==> config.mk <==
export PLATFORM = sky130hd
export DESIGN_NAME = pid_antiwindup_filtered_d
export DESIGN_NICKNAME = d
export VERILOG_FILES = /design/src/pidaw_pkg.sv /design/src/pid_antiwindup_filtered_d.sv
export SDC_FILE = /design/constraint.sdc
export NUM_CORES = 2
export LEC_CHECK = 0
export ABC_AREA = 0
export BUFFER_PORTS_ARGS = -buffer_cell sky130_fd_sc_hd__buf_2
export CORE_UTILIZATION = 40
export CTS_CLUSTER_DIAMETER = 200
export DETAILED_ROUTE_END_ITERATION = 10
export PLACE_DENSITY_LB_ADDON = 0.12
export SETUP_SLACK_MARGIN = 0.05
export SLEW_MARGIN = 15
export SYNTH_ARGS = -nofsm -noshare
export SYNTH_HDL_FRONTEND = slang
export SYNTH_SLANG_ARGS = --single-unit
==> constraint.sdc <==
create_clock -name clk_i -period 16.63 [get_ports clk_i]
set_input_delay 3.326 -clock clk_i [delete_from_list [all_inputs] [get_ports clk_i]]
set_output_delay 3.326 -clock clk_i [all_outputs]
set_load 0.02 [all_outputs]
==> src/pidaw_pkg.sv <==
// ----------------------------------------------------------------------------
// pidaw_pkg
// Shared constants and saturation helpers for the PID controller with
// clamping anti-windup and filtered derivative.
// ----------------------------------------------------------------------------
package pidaw_pkg;

  localparam int CfgIdxWidth = 3;

  localparam logic [CfgIdxWidth-1:0] CFG_GAIN_P   = 3'd0;
  localparam logic [CfgIdxWidth-1:0] CFG_GAIN_I   = 3'd1;
  localparam logic [CfgIdxWidth-1:0] CFG_GAIN_D   = 3'd2;
  localparam logic [CfgIdxWidth-1:0] CFG_LIM_LO   = 3'd3;
  localparam logic [CfgIdxWidth-1:0] CFG_LIM_HI   = 3'd4;
  localparam logic [CfgIdxWidth-1:0] CFG_F_WEIGHT = 3'd5;

  localparam logic [5:0]  MUL_STEPS  = 6'd48;
  localparam logic [5:0]  DIV_STEPS  = 6'd63;
  localparam logic [31:0] MS_PER_S   = 32'd1000;
  localparam logic [16:0] WEIGHT_ONE = 17'd65536;

  localparam logic [0:0] ACT_CLEAR = 1'b1;

  function automatic logic [31:0] abs32(input logic [31:0] v);
    return v[31] ? (32'd0 - v) : v;
  endfunction

  function automatic logic [47:0] abs48(input logic [47:0] v);
    return v[47] ? (48'd0 - v) : v;
  endfunction

  function automatic logic [31:0] sat32_s(input logic signed [33:0] v);
    if (v > 34'sd2147483647) return 32'h7fff_ffff;
    else if (v < -34'sd2147483648) return 32'h8000_0000;
    else return v[31:0];
  endfunction

  function automatic logic [47:0] sat48_s(input logic signed [51:0] v);
    if (v > 52'sh0_7fff_ffff_ffff) return 48'h7fff_ffff_ffff;
    else if (v < -52'sh0_8000_0000_0000) return 48'h8000_0000_0000;
    else return v[47:0];
  endfunction

  function automatic logic [31:0] sat32_mag(input logic neg, input logic [80:0] mag);
    if (!neg) return (mag > 81'h7fff_ffff) ? 32'h7fff_ffff : mag[31:0];
    else return (mag > 81'h8000_0000) ? 32'h8000_0000 : (32'd0 - mag[31:0]);
  endfunction

  function automatic logic [47:0] sat48_mag(input logic neg, input logic [62:0] mag);
    if (!neg) return (mag > 63'h7fff_ffff_ffff) ? 48'h7fff_ffff_ffff : mag[47:0];
    else return (mag > 63'h8000_0000_0000) ? 48'h8000_0000_0000 : (48'd0 - mag[47:0]);
  endfunction

endpackage

==> src/pid_antiwindup_filtered_d.sv <==
// ----------------------------------------------------------------------------
// pid_antiwindup_filtered_d
// PID step with clamping anti-windup and low-pass filtered derivative,
// built on one shift-add multiplier and one restoring divider, one bit a cycle.
// ----------------------------------------------------------------------------
// A clear item's result is presented in the cycle after accept. A compute item
// runs four 48-step multiplies and one 63-step divide; when the integral is
// updated, six multiplies and two divides, or one divide if the increment saturates.
// Throughput: one item at a time; the next item is taken once the result
// register is free. Reset clears state and sets the registers to defaults.
module pid_antiwindup_filtered_d (
  input  logic                              clk_i,
  input  logic                              rst_ni,
  input  logic                              s_axis_tvalid_i,
  output logic                              s_axis_tready_o,
  input  logic [95:0]                       s_axis_tdata_i,  // target, measurement, time_ms
  input  logic [0:0]                        s_axis_tuser_i,  // action
  output logic                              m_axis_tvalid_o,
  input  logic                              m_axis_tready_i,
  output logic [31:0]                       m_axis_tdata_o,  // drive
  output logic [1:0]                        m_axis_tuser_o,  // clamped, integral_held
  input  logic                              cfg_valid_i,
  output logic                              cfg_ready_o,
  input  logic [pidaw_pkg::CfgIdxWidth-1:0] cfg_index_i,
  input  logic [31:0]                       cfg_data_i
);
  import pidaw_pkg::*;

  localparam logic [3:0] S_IDLE  = 4'd0;
  localparam logic [3:0] S_PREP  = 4'd1;
  localparam logic [3:0] S_DIVR  = 4'd2;
  localparam logic [3:0] S_FLOAD = 4'd3;
  localparam logic [3:0] S_MULF  = 4'd4;
  localparam logic [3:0] S_MULP  = 4'd5;
  localparam logic [3:0] S_MULD  = 4'd6;
  localparam logic [3:0] S_MULI  = 4'd7;
  localparam logic [3:0] S_TRIAL = 4'd8;
  localparam logic [3:0] S_MULE  = 4'd9;
  localparam logic [3:0] S_DIVE  = 4'd10;
  localparam logic [3:0] S_UPD   = 4'd11;
  localparam logic [3:0] S_ILOAD = 4'd12;
  localparam logic [3:0] S_FIN   = 4'd13;

  logic [3:0]  state_q;
  logic [31:0] kp_q, ki_q, kd_q, lim_lo_q, lim_hi_q;
  logic [16:0] weight_q;
  logic [31:0] last_err_q, last_time_q;
  logic [47:0] integ_q, slope_q;

  logic [31:0] err_q, dt_q, now_q;
  logic [47:0] raw_q, inc_q;
  logic [31:0] p_q, i_q, d_q;
  logic        held_q, pass2_q, sneg_q;
  logic [5:0]  cnt_q;

  logic [48:0] mcand_q;
  logic [96:0] prod_q;
  logic [62:0] dq_q;
  logic [31:0] rem_q, dvs_q;

  logic        m_valid_q, o_clamped_q, o_held_q;
  logic [31:0] o_drive_q;

  logic        out_free, in_fire, out_load;
  logic [31:0] in_target, in_meas, in_time, meas_abs;
  logic signed [32:0] err_wide;
  logic [31:0] err_new;
  logic [49:0] mul_sum;
  logic [96:0] mul_next;
  logic [80:0] prod_sh;
  logic [32:0] div_r;
  logic        div_ge;
  logic [31:0] div_rem_next;
  logic signed [32:0] delta;
  logic [32:0] dmag;
  logic signed [51:0] diff, slope_ext, fm_signed;
  logic [51:0] diff_mag;
  logic [16:0] w_eff;
  logic signed [33:0] sum3;
  logic [31:0] sum_sat;
  logic        trial_hi, trial_lo, err_pos, err_neg, held_now;
  logic [31:0] drive_hi;

  assign out_free        = !m_valid_q || m_axis_tready_i;
  assign s_axis_tready_o = (state_q == S_IDLE) && out_free;
  assign in_fire         = s_axis_tvalid_i && s_axis_tready_o;
  assign out_load        = (in_fire && (s_axis_tuser_i == ACT_CLEAR)) ||
                           ((state_q == S_FIN) && out_free);
  assign cfg_ready_o     = 1'b1;

  assign in_target = s_axis_tdata_i[31:0];
  assign in_meas   = s_axis_tdata_i[63:32];
  assign in_time   = s_axis_tdata_i[95:64];
  assign meas_abs  = (in_meas == 32'h8000_0000) ? 32'h7fff_ffff : abs32(in_meas);
  assign err_wide  = $signed({in_target[31], in_target}) - $signed({1'b0, meas_abs});
  assign err_new   = sat32_s({err_wide[32], err_wide});

  assign mul_sum  = {1'b0, prod_q[96:48]} + (prod_q[0] ? {1'b0, mcand_q} : 50'd0);
  assign mul_next = {mul_sum, prod_q[47:1]};
  assign prod_sh  = prod_q[96:16];

  assign div_r        = {rem_q, dq_q[62]};
  assign div_ge       = div_r >= {1'b0, dvs_q};
  assign div_rem_next = div_ge ? 32'(div_r - {1'b0, dvs_q}) : div_r[31:0];

  assign delta = $signed({err_q[31], err_q}) - $signed({last_err_q[31], last_err_q});
  assign dmag  = delta[32] ? (33'd0 - delta) : delta;

  assign slope_ext = $signed({{4{slope_q[47]}}, slope_q});
  assign diff      = $signed({{4{raw_q[47]}}, raw_q}) - slope_ext;
  assign diff_mag  = diff[51] ? (52'd0 - diff) : diff;
  assign w_eff     = (weight_q > WEIGHT_ONE) ? WEIGHT_ONE : weight_q;
  assign fm_signed = sneg_q ? $signed(52'd0 - {2'b0, prod_sh[49:0]})
                            : $signed({2'b0, prod_sh[49:0]});

  assign sum3    = $signed({{2{p_q[31]}}, p_q}) + $signed({{2{i_q[31]}}, i_q})
                 + $signed({{2{d_q[31]}}, d_q});
  assign sum_sat = sat32_s(sum3);
  assign trial_hi = $signed(sum_sat) > $signed(lim_hi_q);
  assign trial_lo = $signed(sum_sat) < $signed(lim_lo_q);
  assign err_pos  = !err_q[31] && (err_q != 32'd0);
  assign err_neg  = err_q[31];
  assign held_now = (trial_hi || trial_lo) &&
                    ((err_pos && !sum_sat[31] && sum_sat != 32'd0) ||
                     (err_neg && sum_sat[31]));
  assign drive_hi = trial_hi ? lim_hi_q : sum_sat;

  always_ff @(posedge clk_i or negedge rst_ni) begin
    if (!rst_ni) begin
      state_q     <= S_IDLE;
      kp_q        <= '0;
      ki_q        <= '0;
      kd_q        <= '0;
      lim_lo_q    <= 32'h8000_0000;
      lim_hi_q    <= 32'h7fff_ffff;
      weight_q    <= '0;
      last_err_q  <= '0;
      last_time_q <= '0;
      integ_q     <= '0;
      slope_q     <= '0;
      err_q       <= '0;
      dt_q        <= '0;
      now_q       <= '0;
      raw_q       <= '0;
      inc_q       <= '0;
      p_q         <= '0;
      i_q         <= '0;
      d_q         <= '0;
      held_q      <= 1'b0;
      sneg_q      <= 1'b0;
      mcand_q     <= '0;
      prod_q      <= '0;
      dq_q        <= '0;
      rem_q       <= '0;
      dvs_q       <= '0;
      o_drive_q   <= '0;
      o_clamped_q <= 1'b0;
      o_held_q    <= 1'b0;
      m_valid_q   <= 1'b0;
      pass2_q     <= 1'b0;
      cnt_q       <= '0;
    end else begin
      if (cfg_valid_i) begin
        unique case (cfg_index_i)
          CFG_GAIN_P:   kp_q     <= cfg_data_i;
          CFG_GAIN_I:   ki_q     <= cfg_data_i;
          CFG_GAIN_D:   kd_q     <= cfg_data_i;
          CFG_LIM_LO:   lim_lo_q <= cfg_data_i;
          CFG_LIM_HI:   lim_hi_q <= cfg_data_i;
          CFG_F_WEIGHT: weight_q <= cfg_data_i[16:0];
          default: ;
        endcase
      end

      if (out_load) m_valid_q <= 1'b1;
      else if (m_axis_tready_i) m_valid_q <= 1'b0;

      unique case (state_q)
        S_IDLE: begin
          if (in_fire) begin
            if (s_axis_tuser_i == ACT_CLEAR) begin
              last_err_q  <= '0;
              integ_q     <= '0;
              slope_q     <= '0;
              o_drive_q   <= '0;
              o_clamped_q <= 1'b0;
              o_held_q    <= 1'b0;
            end else begin
              err_q   <= err_new;
              dt_q    <= in_time - last_time_q;
              now_q   <= in_time;
              pass2_q <= 1'b0;
              state_q <= S_PREP;
            end
          end
        end
        S_PREP: begin
          dq_q    <= {30'd0, dmag} * 63'(MS_PER_S);
          rem_q   <= '0;
          dvs_q   <= dt_q;
          sneg_q  <= delta[32];
          cnt_q   <= DIV_STEPS;
          state_q <= S_DIVR;
        end
        S_DIVR: begin
          if (cnt_q != 6'd0) begin
            rem_q <= div_rem_next;
            dq_q  <= {dq_q[61:0], div_ge};
            cnt_q <= cnt_q - 6'd1;
          end else begin
            raw_q   <= (dt_q == 32'd0) ? 48'd0 : sat48_mag(sneg_q, dq_q);
            state_q <= S_FLOAD;
          end
        end
        S_FLOAD: begin
          mcand_q <= diff_mag[48:0];
          prod_q  <= {49'd0, 31'd0, w_eff};
          sneg_q  <= diff[51];
          cnt_q   <= MUL_STEPS;
          state_q <= S_MULF;
        end
        S_MULF: begin
          if (cnt_q != 6'd0) begin
            prod_q <= mul_next;
            cnt_q  <= cnt_q - 6'd1;
          end else begin
            slope_q <= sat48_s(slope_ext + fm_signed);
            mcand_q <= {17'd0, abs32(kp_q)};
            prod_q  <= {49'd0, 16'd0, abs32(err_q)};
            sneg_q  <= kp_q[31] ^ err_q[31];
            cnt_q   <= MUL_STEPS;
            state_q <= S_MULP;
          end
        end
        S_MULP: begin
          if (cnt_q != 6'd0) begin
            prod_q <= mul_next;
            cnt_q  <= cnt_q - 6'd1;
          end else begin
            p_q     <= sat32_mag(sneg_q, prod_sh);
            mcand_q <= {17'd0, abs32(kd_q)};
            prod_q  <= {49'd0, abs48(slope_q)};
            sneg_q  <= kd_q[31] ^ slope_q[47];
            cnt_q   <= MUL_STEPS;
            state_q <= S_MULD;
          end
        end
        S_MULD: begin
          if (cnt_q != 6'd0) begin
            prod_q <= mul_next;
            cnt_q  <= cnt_q - 6'd1;
          end else begin
            d_q     <= sat32_mag(sneg_q, prod_sh);
            state_q <= S_ILOAD;
          end
        end
        S_ILOAD: begin
          mcand_q <= {17'd0, abs32(ki_q)};
          prod_q  <= {49'd0, abs48(integ_q)};
          sneg_q  <= ki_q[31] ^ integ_q[47];
          cnt_q   <= MUL_STEPS;
          state_q <= S_MULI;
        end
        S_MULI: begin
          if (cnt_q != 6'd0) begin
            prod_q <= mul_next;
            cnt_q  <= cnt_q - 6'd1;
          end else begin
            i_q     <= sat32_mag(sneg_q, prod_sh);
            state_q <= pass2_q ? S_FIN : S_TRIAL;
          end
        end
        S_TRIAL: begin
          held_q <= held_now;
          if (!held_now && err_q != 32'd0 && dt_q != 32'd0) begin
            mcand_q <= {17'd0, abs32(err_q)};
            prod_q  <= {49'd0, 16'd0, dt_q};
            sneg_q  <= err_q[31];
            cnt_q   <= MUL_STEPS;
            state_q <= S_MULE;
          end else begin
            state_q <= S_FIN;
          end
        end
        S_MULE: begin
          if (cnt_q != 6'd0) begin
            prod_q <= mul_next;
            cnt_q  <= cnt_q - 6'd1;
          end else if (prod_q[62]) begin
            inc_q   <= sneg_q ? 48'h8000_0000_0000 : 48'h7fff_ffff_ffff;
            state_q <= S_UPD;
          end else begin
            dq_q    <= prod_q[62:0];
            rem_q   <= '0;
            dvs_q   <= MS_PER_S;
            cnt_q   <= DIV_STEPS;
            state_q <= S_DIVE;
          end
        end
        S_DIVE: begin
          if (cnt_q != 6'd0) begin
            rem_q <= div_rem_next;
            dq_q  <= {dq_q[61:0], div_ge};
            cnt_q <= cnt_q - 6'd1;
          end else begin
            inc_q   <= sat48_mag(sneg_q, dq_q);
            state_q <= S_UPD;
          end
        end
        S_UPD: begin
          integ_q <= sat48_s($signed({{4{integ_q[47]}}, integ_q}) +
                             $signed({{4{inc_q[47]}}, inc_q}));
          pass2_q <= 1'b1;
          state_q <= S_ILOAD;
        end
        S_FIN: begin
          if (out_free) begin
            o_drive_q   <= ($signed(drive_hi) < $signed(lim_lo_q)) ? lim_lo_q : drive_hi;
            o_clamped_q <= trial_hi || ($signed(drive_hi) < $signed(lim_lo_q));
            o_held_q    <= held_q;
            last_err_q  <= err_q;
            last_time_q <= now_q;
            state_q     <= S_IDLE;
          end
        end
        default: state_q <= S_IDLE;
      endcase
    end
  end

  assign m_axis_tvalid_o = m_valid_q;
  assign m_axis_tdata_o  = o_drive_q;
  assign m_axis_tuser_o  = {o_held_q, o_clamped_q};

endmodule
After elaboration in Yosys (flattened, before gate mapping)
Index checks and enable logic that the tools add are counted.
- register bits: 946
- bits of input ports: 137
- output and inout bits: 37
- logic and storage cells: 284
- add/subtract/negate cells: 23
- multiply operators: 1
- $lt $le $gt $ge: 17
- equal/unequal tests: 37
- multiplexer cells: 102
- bitwise operators: 5
- reduce and logical (&&, ||, !) cells: 67
- operators with widths (kind ; number):
    $mux W48 ; 17
    $mux W32 ; 25
    $pmux W97 S6 ; 1
    $mux W97 ; 4
    $pmux W48 S2 ; 3
    $mux W49 ; 5
    $pmux W49 S5 ; 1
    $pmux W32 S2 ; 3
    $sub A1 B32 Y32 const A ; 6
    $mux W63 ; 3
    $pmux W63 S3 ; 1
    $sub A1 B48 Y48 const A ; 3
    $pmux W32 S3 ; 1
    $reduce_bool A32 Y1 ; 3
    $gt A81 B31 Y1 const B ; 1
    $gt A81 B32 Y1 const B ; 1
    $lt A32 B32 Y1 ; 2
    $sub A32 B32 Y32 ; 2
    $gt A63 B47 Y1 const B ; 1
    $gt A63 B48 Y1 const B ; 1
    $pmux W4 S14 ; 1
    $add A48 B52 Y52 ; 1
    $gt A52 B48 Y1 const B ; 1
    $lt A52 B48 Y1 const B ; 1
    other kinds (61) ; 164

Depth between registers and ports, before layout
- depth in word-level cells: 15
- mapped depth: 43
- mapped depth without buffers: 39

Worst setup path before layout
OpenSTA, ideal clock, no wires.
- path type: in2reg
- from: in s_axis_tdata_i[32]
- to: reg err_q[21]
- setup time: 0.133 ns
- arrival: 9.832 ns
- data required time: 16.497 ns
- path slack: 6.664 ns
- cell stages on the path: 27
- buffers on the path: 3
- cell sequence: inv_1 ha_1 nand2_1 or3_1 or2_2 nand2b_1 or4_1 or3_1 or3_1 or3_1 clkbuf_1 nor2_1 clkbuf_1 nor2_1 ha_1 a21o_1 a21o_1 a2111oi_0 a21oi_1 o31ai_1 o2111ai_1 a31oi_1 xor2_1 nand2_1 nand2_1 clkbuf_1 o21ai_0
- cells in the longest elaborated chain, start to end: 7
- elaborated cells between the ends (all ways): 9
- those cells by class: add/sub (2); order compare (2); eq/ne (1); mux (4)
- ends and longest elaborated chain (item ; line ; text):
    from (decl) ; pid_antiwindup_filtered_d.sv:16 ; input logic [95:0] s_axis_tdata_i,
    $sub A1 B32 Y32 ; pidaw_pkg.sv:25 ; return v[31] ? (32'd0 - v) : v;
    $mux W32 ; pidaw_pkg.sv:25 ;
    $mux W32 (*) ; pid_antiwindup_filtered_d.sv:94 ; assign meas_abs = (in_meas == 32'h8000_0000) ? 32'h7fff_ffff : abs32(in_meas);
    $sub A32 B33 Y33 (*) ; pid_antiwindup_filtered_d.sv:95 ; assign err_wide = $signed({in_target[31], in_target}) - $signed({1'b0, meas_abs});
    $lt A33 B32 Y1 ; pidaw_pkg.sv:34 ; else if (v < -34'sd2147483648) return 32'h8000_0000;
    $mux W32 ; pidaw_pkg.sv:34 ;
    $mux W32 (*) ; pidaw_pkg.sv:33 ; if (v > 34'sd2147483647) return 32'h7fff_ffff;
    to (signal assigned) ; pid_antiwindup_filtered_d.sv:189 ; err_q <= err_new;
    to (decl) ; pid_antiwindup_filtered_d.sv:50 ; logic [31:0] err_q, dt_q, now_q;
Every way passes the cells marked *; elsewhere a longest branch is shown, timed or not.
A chain may end at the register's enable or synchronous reset.

Worst setup path after layout
- from: reg p_q[20]
- to: reg o_drive_q[4], in the netlist m_axis_tdata_o[4]
- cells in the longest elaborated chain, start to end: 11
- elaborated cells between the ends (all ways): 12
- those cells by class: add/sub (2); order compare (4); mux (6)
- ends and longest elaborated chain (item ; line ; text):
    from (decl) ; pid_antiwindup_filtered_d.sv:52 ; logic [31:0] p_q, i_q, d_q;
    from (signal assigned) ; pid_antiwindup_filtered_d.sv:240 ; p_q <= sat32_mag(sneg_q, prod_sh);
    $add A32 B32 Y33 (*) ; pid_antiwindup_filtered_d.sv:116 ; assign sum3 = $signed({{2{p_q[31]}}, p_q}) + $signed({{2{i_q[31]}}, i_q})
    $add A33 B32 Y34 (*) ; pid_antiwindup_filtered_d.sv:117 ; + $signed({{2{d_q[31]}}, d_q});
    $lt A34 B32 Y1 ; pidaw_pkg.sv:34 ;
    $mux W32 ; pidaw_pkg.sv:34 ;
    $mux W32 (*) ; pidaw_pkg.sv:33 ;
    $gt A32 B32 Y1 ; pid_antiwindup_filtered_d.sv:119 ; assign trial_hi = $signed(sum_sat) > $signed(lim_hi_q);
    $mux W32 (*) ; pid_antiwindup_filtered_d.sv:126 ; assign drive_hi = trial_hi ? lim_hi_q : sum_sat;
    $lt A32 B32 Y1 ; pid_antiwindup_filtered_d.sv:318 ; o_drive_q <= ($signed(drive_hi) < $signed(lim_lo_q)) ? lim_lo_q : drive_hi;
    $mux W32 (*) ; pid_antiwindup_filtered_d.sv:318 ;
    $mux W32 (*) ; pid_antiwindup_filtered_d.sv:317 ; if (out_free) begin
    $pmux W32 S2 (*) ; pid_antiwindup_filtered_d.sv:178 ; unique case (state_q)
    to (signal assigned) ; pid_antiwindup_filtered_d.sv:318 ;
    to (decl) ; pid_antiwindup_filtered_d.sv:62 ; logic [31:0] o_drive_q;
Every way passes the cells marked *; elsewhere a longest branch is shown, timed or not. The select of a mux whose other input is x is not followed.

==> results by group <==
Outcome
  • Status: complete, no violations

Place
  • Post-DP HPWL: 222,000 µm
  • IO buf count: 172
  • Pre-CTS WS: ~5.8 ns
  • Placer Congestion: between 0.9 and 1
  • Placed Area: ~80,000 µm²
  • DP Cell Count: approximately 11,000

Cells and area
  • P&R area growth vs syn: 9.58%
  • # fillers: roughly 19,000
  • Most common cell after layout, fill and taps aside: nand2_1
  • Share of cells above drive strength 1: approximately a tenth
  • Final Instance Area: about 85,000 µm²
  • # nets final: roughly 10,000
  • Fin cells: around 12,000
  • Commonest non-fill, non-tap cells in the layout: nand2_1, dfrtp_1, o21ai_0

STA
  • Measured slew at the worst slew-check pin: between 1 and 1.5 ns
  • RSZ-0062 raised after global routing: no
  • Normalized max-slew margin: roughly 15%
  • Post-layout min period: approximately 11 ns
  • Clk_skew: 0.0808 ns
  • Final setup viols: 0
  • Max Freq: 0.0900 GHz
  • Tcrit/Tclk final: 66.8%
  • Setup ws final: between 5 and 6 ns
  • Fin. max-slew vios: 0
  • Setup TNS: 0 ns
  • Endpoints failing hold: 0

Global routing
  • Initial antenna violation count: 17
  • Global-route wire length before repair: between 400,000 and 500,000 µm
  • Largest net degree at the start of global routing: 180
  • Total GRT Usage: just under 30%
  • Congestion Overflow GR: 0
  • Number of global-route vias before repair: about 66,000

Clock network
  • # hold bufs at CTS: 0
  • Clock root buffer: clkbuf_16
  • Num Clock Sinks: 946
  • H-tree levels: 3
  • CTS buffer count: 117
  • Clk_lat worst skew: between 0.8 and 0.9 ns
  • Post-CTS Setup Bufs: 0
  • CTS-repair resized insts: 0
  • TritonCTS clock tree: done
  • Max clock buf depth: 3
  • CTS clk-pin slew, worst paths: around 0.060 ns

Floorplan
  • Initial Util: just over 40%
  • Die extent in x: about 440 µm
  • Core Region: about 190,000 µm²
  • Die area: just under 200,000 µm²
  • Row count: 160
  • Die Y: roughly 440 µm
  • Num ports: 174

Logic synthesis
  • Yosys cell types: 86
  • Synth Net Count: between 9,000 and 10,000
  • Synth Cell Area: 77,300 µm²
  • Register bit total from synthesis: ~950
  • Async set-or-reset flop fraction in the synthesized netlist: 100%
  • Main flop type after synthesis: dfrtp_1
  • Post-synth EDFFs: 0
  • Post-Syn Instances: roughly 9,000
  • Synthesized area per cell: between 8 and 9 µm²
  • Syn. warnings: 0
  • Sequential element share of the synthesized area: about 30%

Setup path
  • CP startpoint kind: flop
  • CP max stage delay: roughly 0.94 ns
  • Critical path class: flop to flop
  • Worst-path fanout max: 25
  • Slowest CP cell: a2111oi_0
  • CP endpoint kind: flop
  • CP most frequent cell: a21o_1
  • Critical path data required time: 17.26 ns
  • WP data arrival: around 12 ns

Routing
  • DR vias/cell: approximately 6
  • DRC: 0
  • Initial DRC Count: roughly 6,700
  • Via count: ~69,000
  • DRT Pass-1 Iters: 9
  • WL/cell: ~25 µm
  • Final antenna-violating net count: 0
  • Drt total wl: 287,000 µm

Flow run
  • Max-cap violations: 0

Hold path
  • Min-delay worst type: flop to flop
synthesized netlist by cell type, types with 60 or more instances:
cell type  instances  area share (%)
a211oi_1          77            0.75
o21ai_0          803             5.2
a21oi_1          603             3.9
a22o_1            74            0.84
a221oi_1          84            0.95
nor3_1           143            0.93
or3_1            106            0.86
nand2_1         1040             5.1
nand4_1          103            0.83
dfrtp_1          914              30
ha_1             550             8.9
o21bai_1          60            0.58
nand2b_1          87            0.70
inv_1            458             2.2
nor2_1           536             2.6
a31oi_1           63            0.51
mux2_2           279             4.1
o21a_1            83            0.81
nand3_1           98            0.63
clkbuf_1         446             2.2
xor2_1           306             3.5
o31ai_1          177             1.7
fa_1             164             4.2
and2_1            83            0.67
a21o_1           250             2.4
nor2b_1           73            0.59
or4_1             72            0.70
o22ai_1           98            0.79
xnor2_1          407             4.6
state kept, by name, summed over array words and instances (netlist names), 48 cells and up:
register	cells
dq_q	63
inc_q	48
integ_q	48
mcand_q	49
prod_q	97
raw_q	48
slope_q	48
critical path, delay by kind of cell, from the launching register on:
family	cells	cell delay (ns)
AOI/OAI and AO/OA	23	6.38
adders and majority gates	4	1.58
buffers and inverters	3	1.05
DFF	1	0.40
muxes	2	0.63
and+or+nand+nor	3	0.86
metrics by stage:
step	utilization [%]	hold slack (ns)
6_report	44.3	0.469
2_1_floorplan	-	0.440
3_3_place_gp	42.2	0.452
4_1_cts	44.3	0.474
3_5_place_dp	42.2	0.458
5_1_grt	44.3	0.494
cells by family after synthesis:
family                     Yosys count  synth area share [%]
AOI/OAI and AO/OA                 2780                  23.2
and+or+nand+nor                   2548                  15.5
DFF                                946                  30.7
buffers and inverters              938                  4.58
adders and majority gates          727                  13.3
xor gates and xnor gates           713                  8.08
muxes                              323                  4.64
other                                1               0.00485
layout make-up:
cell class                      instances  area (µm²)  area share (%)
Multi-Input combinational cell       7092       50400            59.5
Timing Repair Buffer                  281        1740            2.06
Sequential cell                       946       23700            28.0
Clock inverter                         51         639           0.755
Clock buffer                          165        3350            3.95
Inverter                              458        1720            2.03
Antenna cell                            9        22.5          0.0266
Tap cell                             2511        3140            3.71
routing by layer:
metal  global-route usage, %  up-vias  part of all wire [%]
met5                   0.171        -                 0.023
met4                    11.1        6                   4.3
met3                    4.72      481                   6.7
met2                    44.1     2280                    43
met1                    41.1    33800                    46
li1                        -    32200                     -
path summary, 6_finish.rpt:
kind | slack, ns | depth (start not counted) | start | to
max in group asynchronous | 11.09 | 4 | rst_ni | lim_lo_q[29]
min in group asynchronous | 2.56 | 1 | rst_ni | integ_q[35]
worst min-delay path | 0.47 | 2 | now_q[17] | now_q[17]
worst min register to register | 0.47 | 2 | now_q[17] | now_q[17]
worst max-delay path | 5.52 | 35 | p_q[20] | m_axis_tdata_o[4]
worst max register to register | 5.52 | 35 | p_q[20] | m_axis_tdata_o[4]
Power is left out: the tool's default activity adds up to more than one toggle a clock period on the data nets, which glitch-free logic cannot reach.
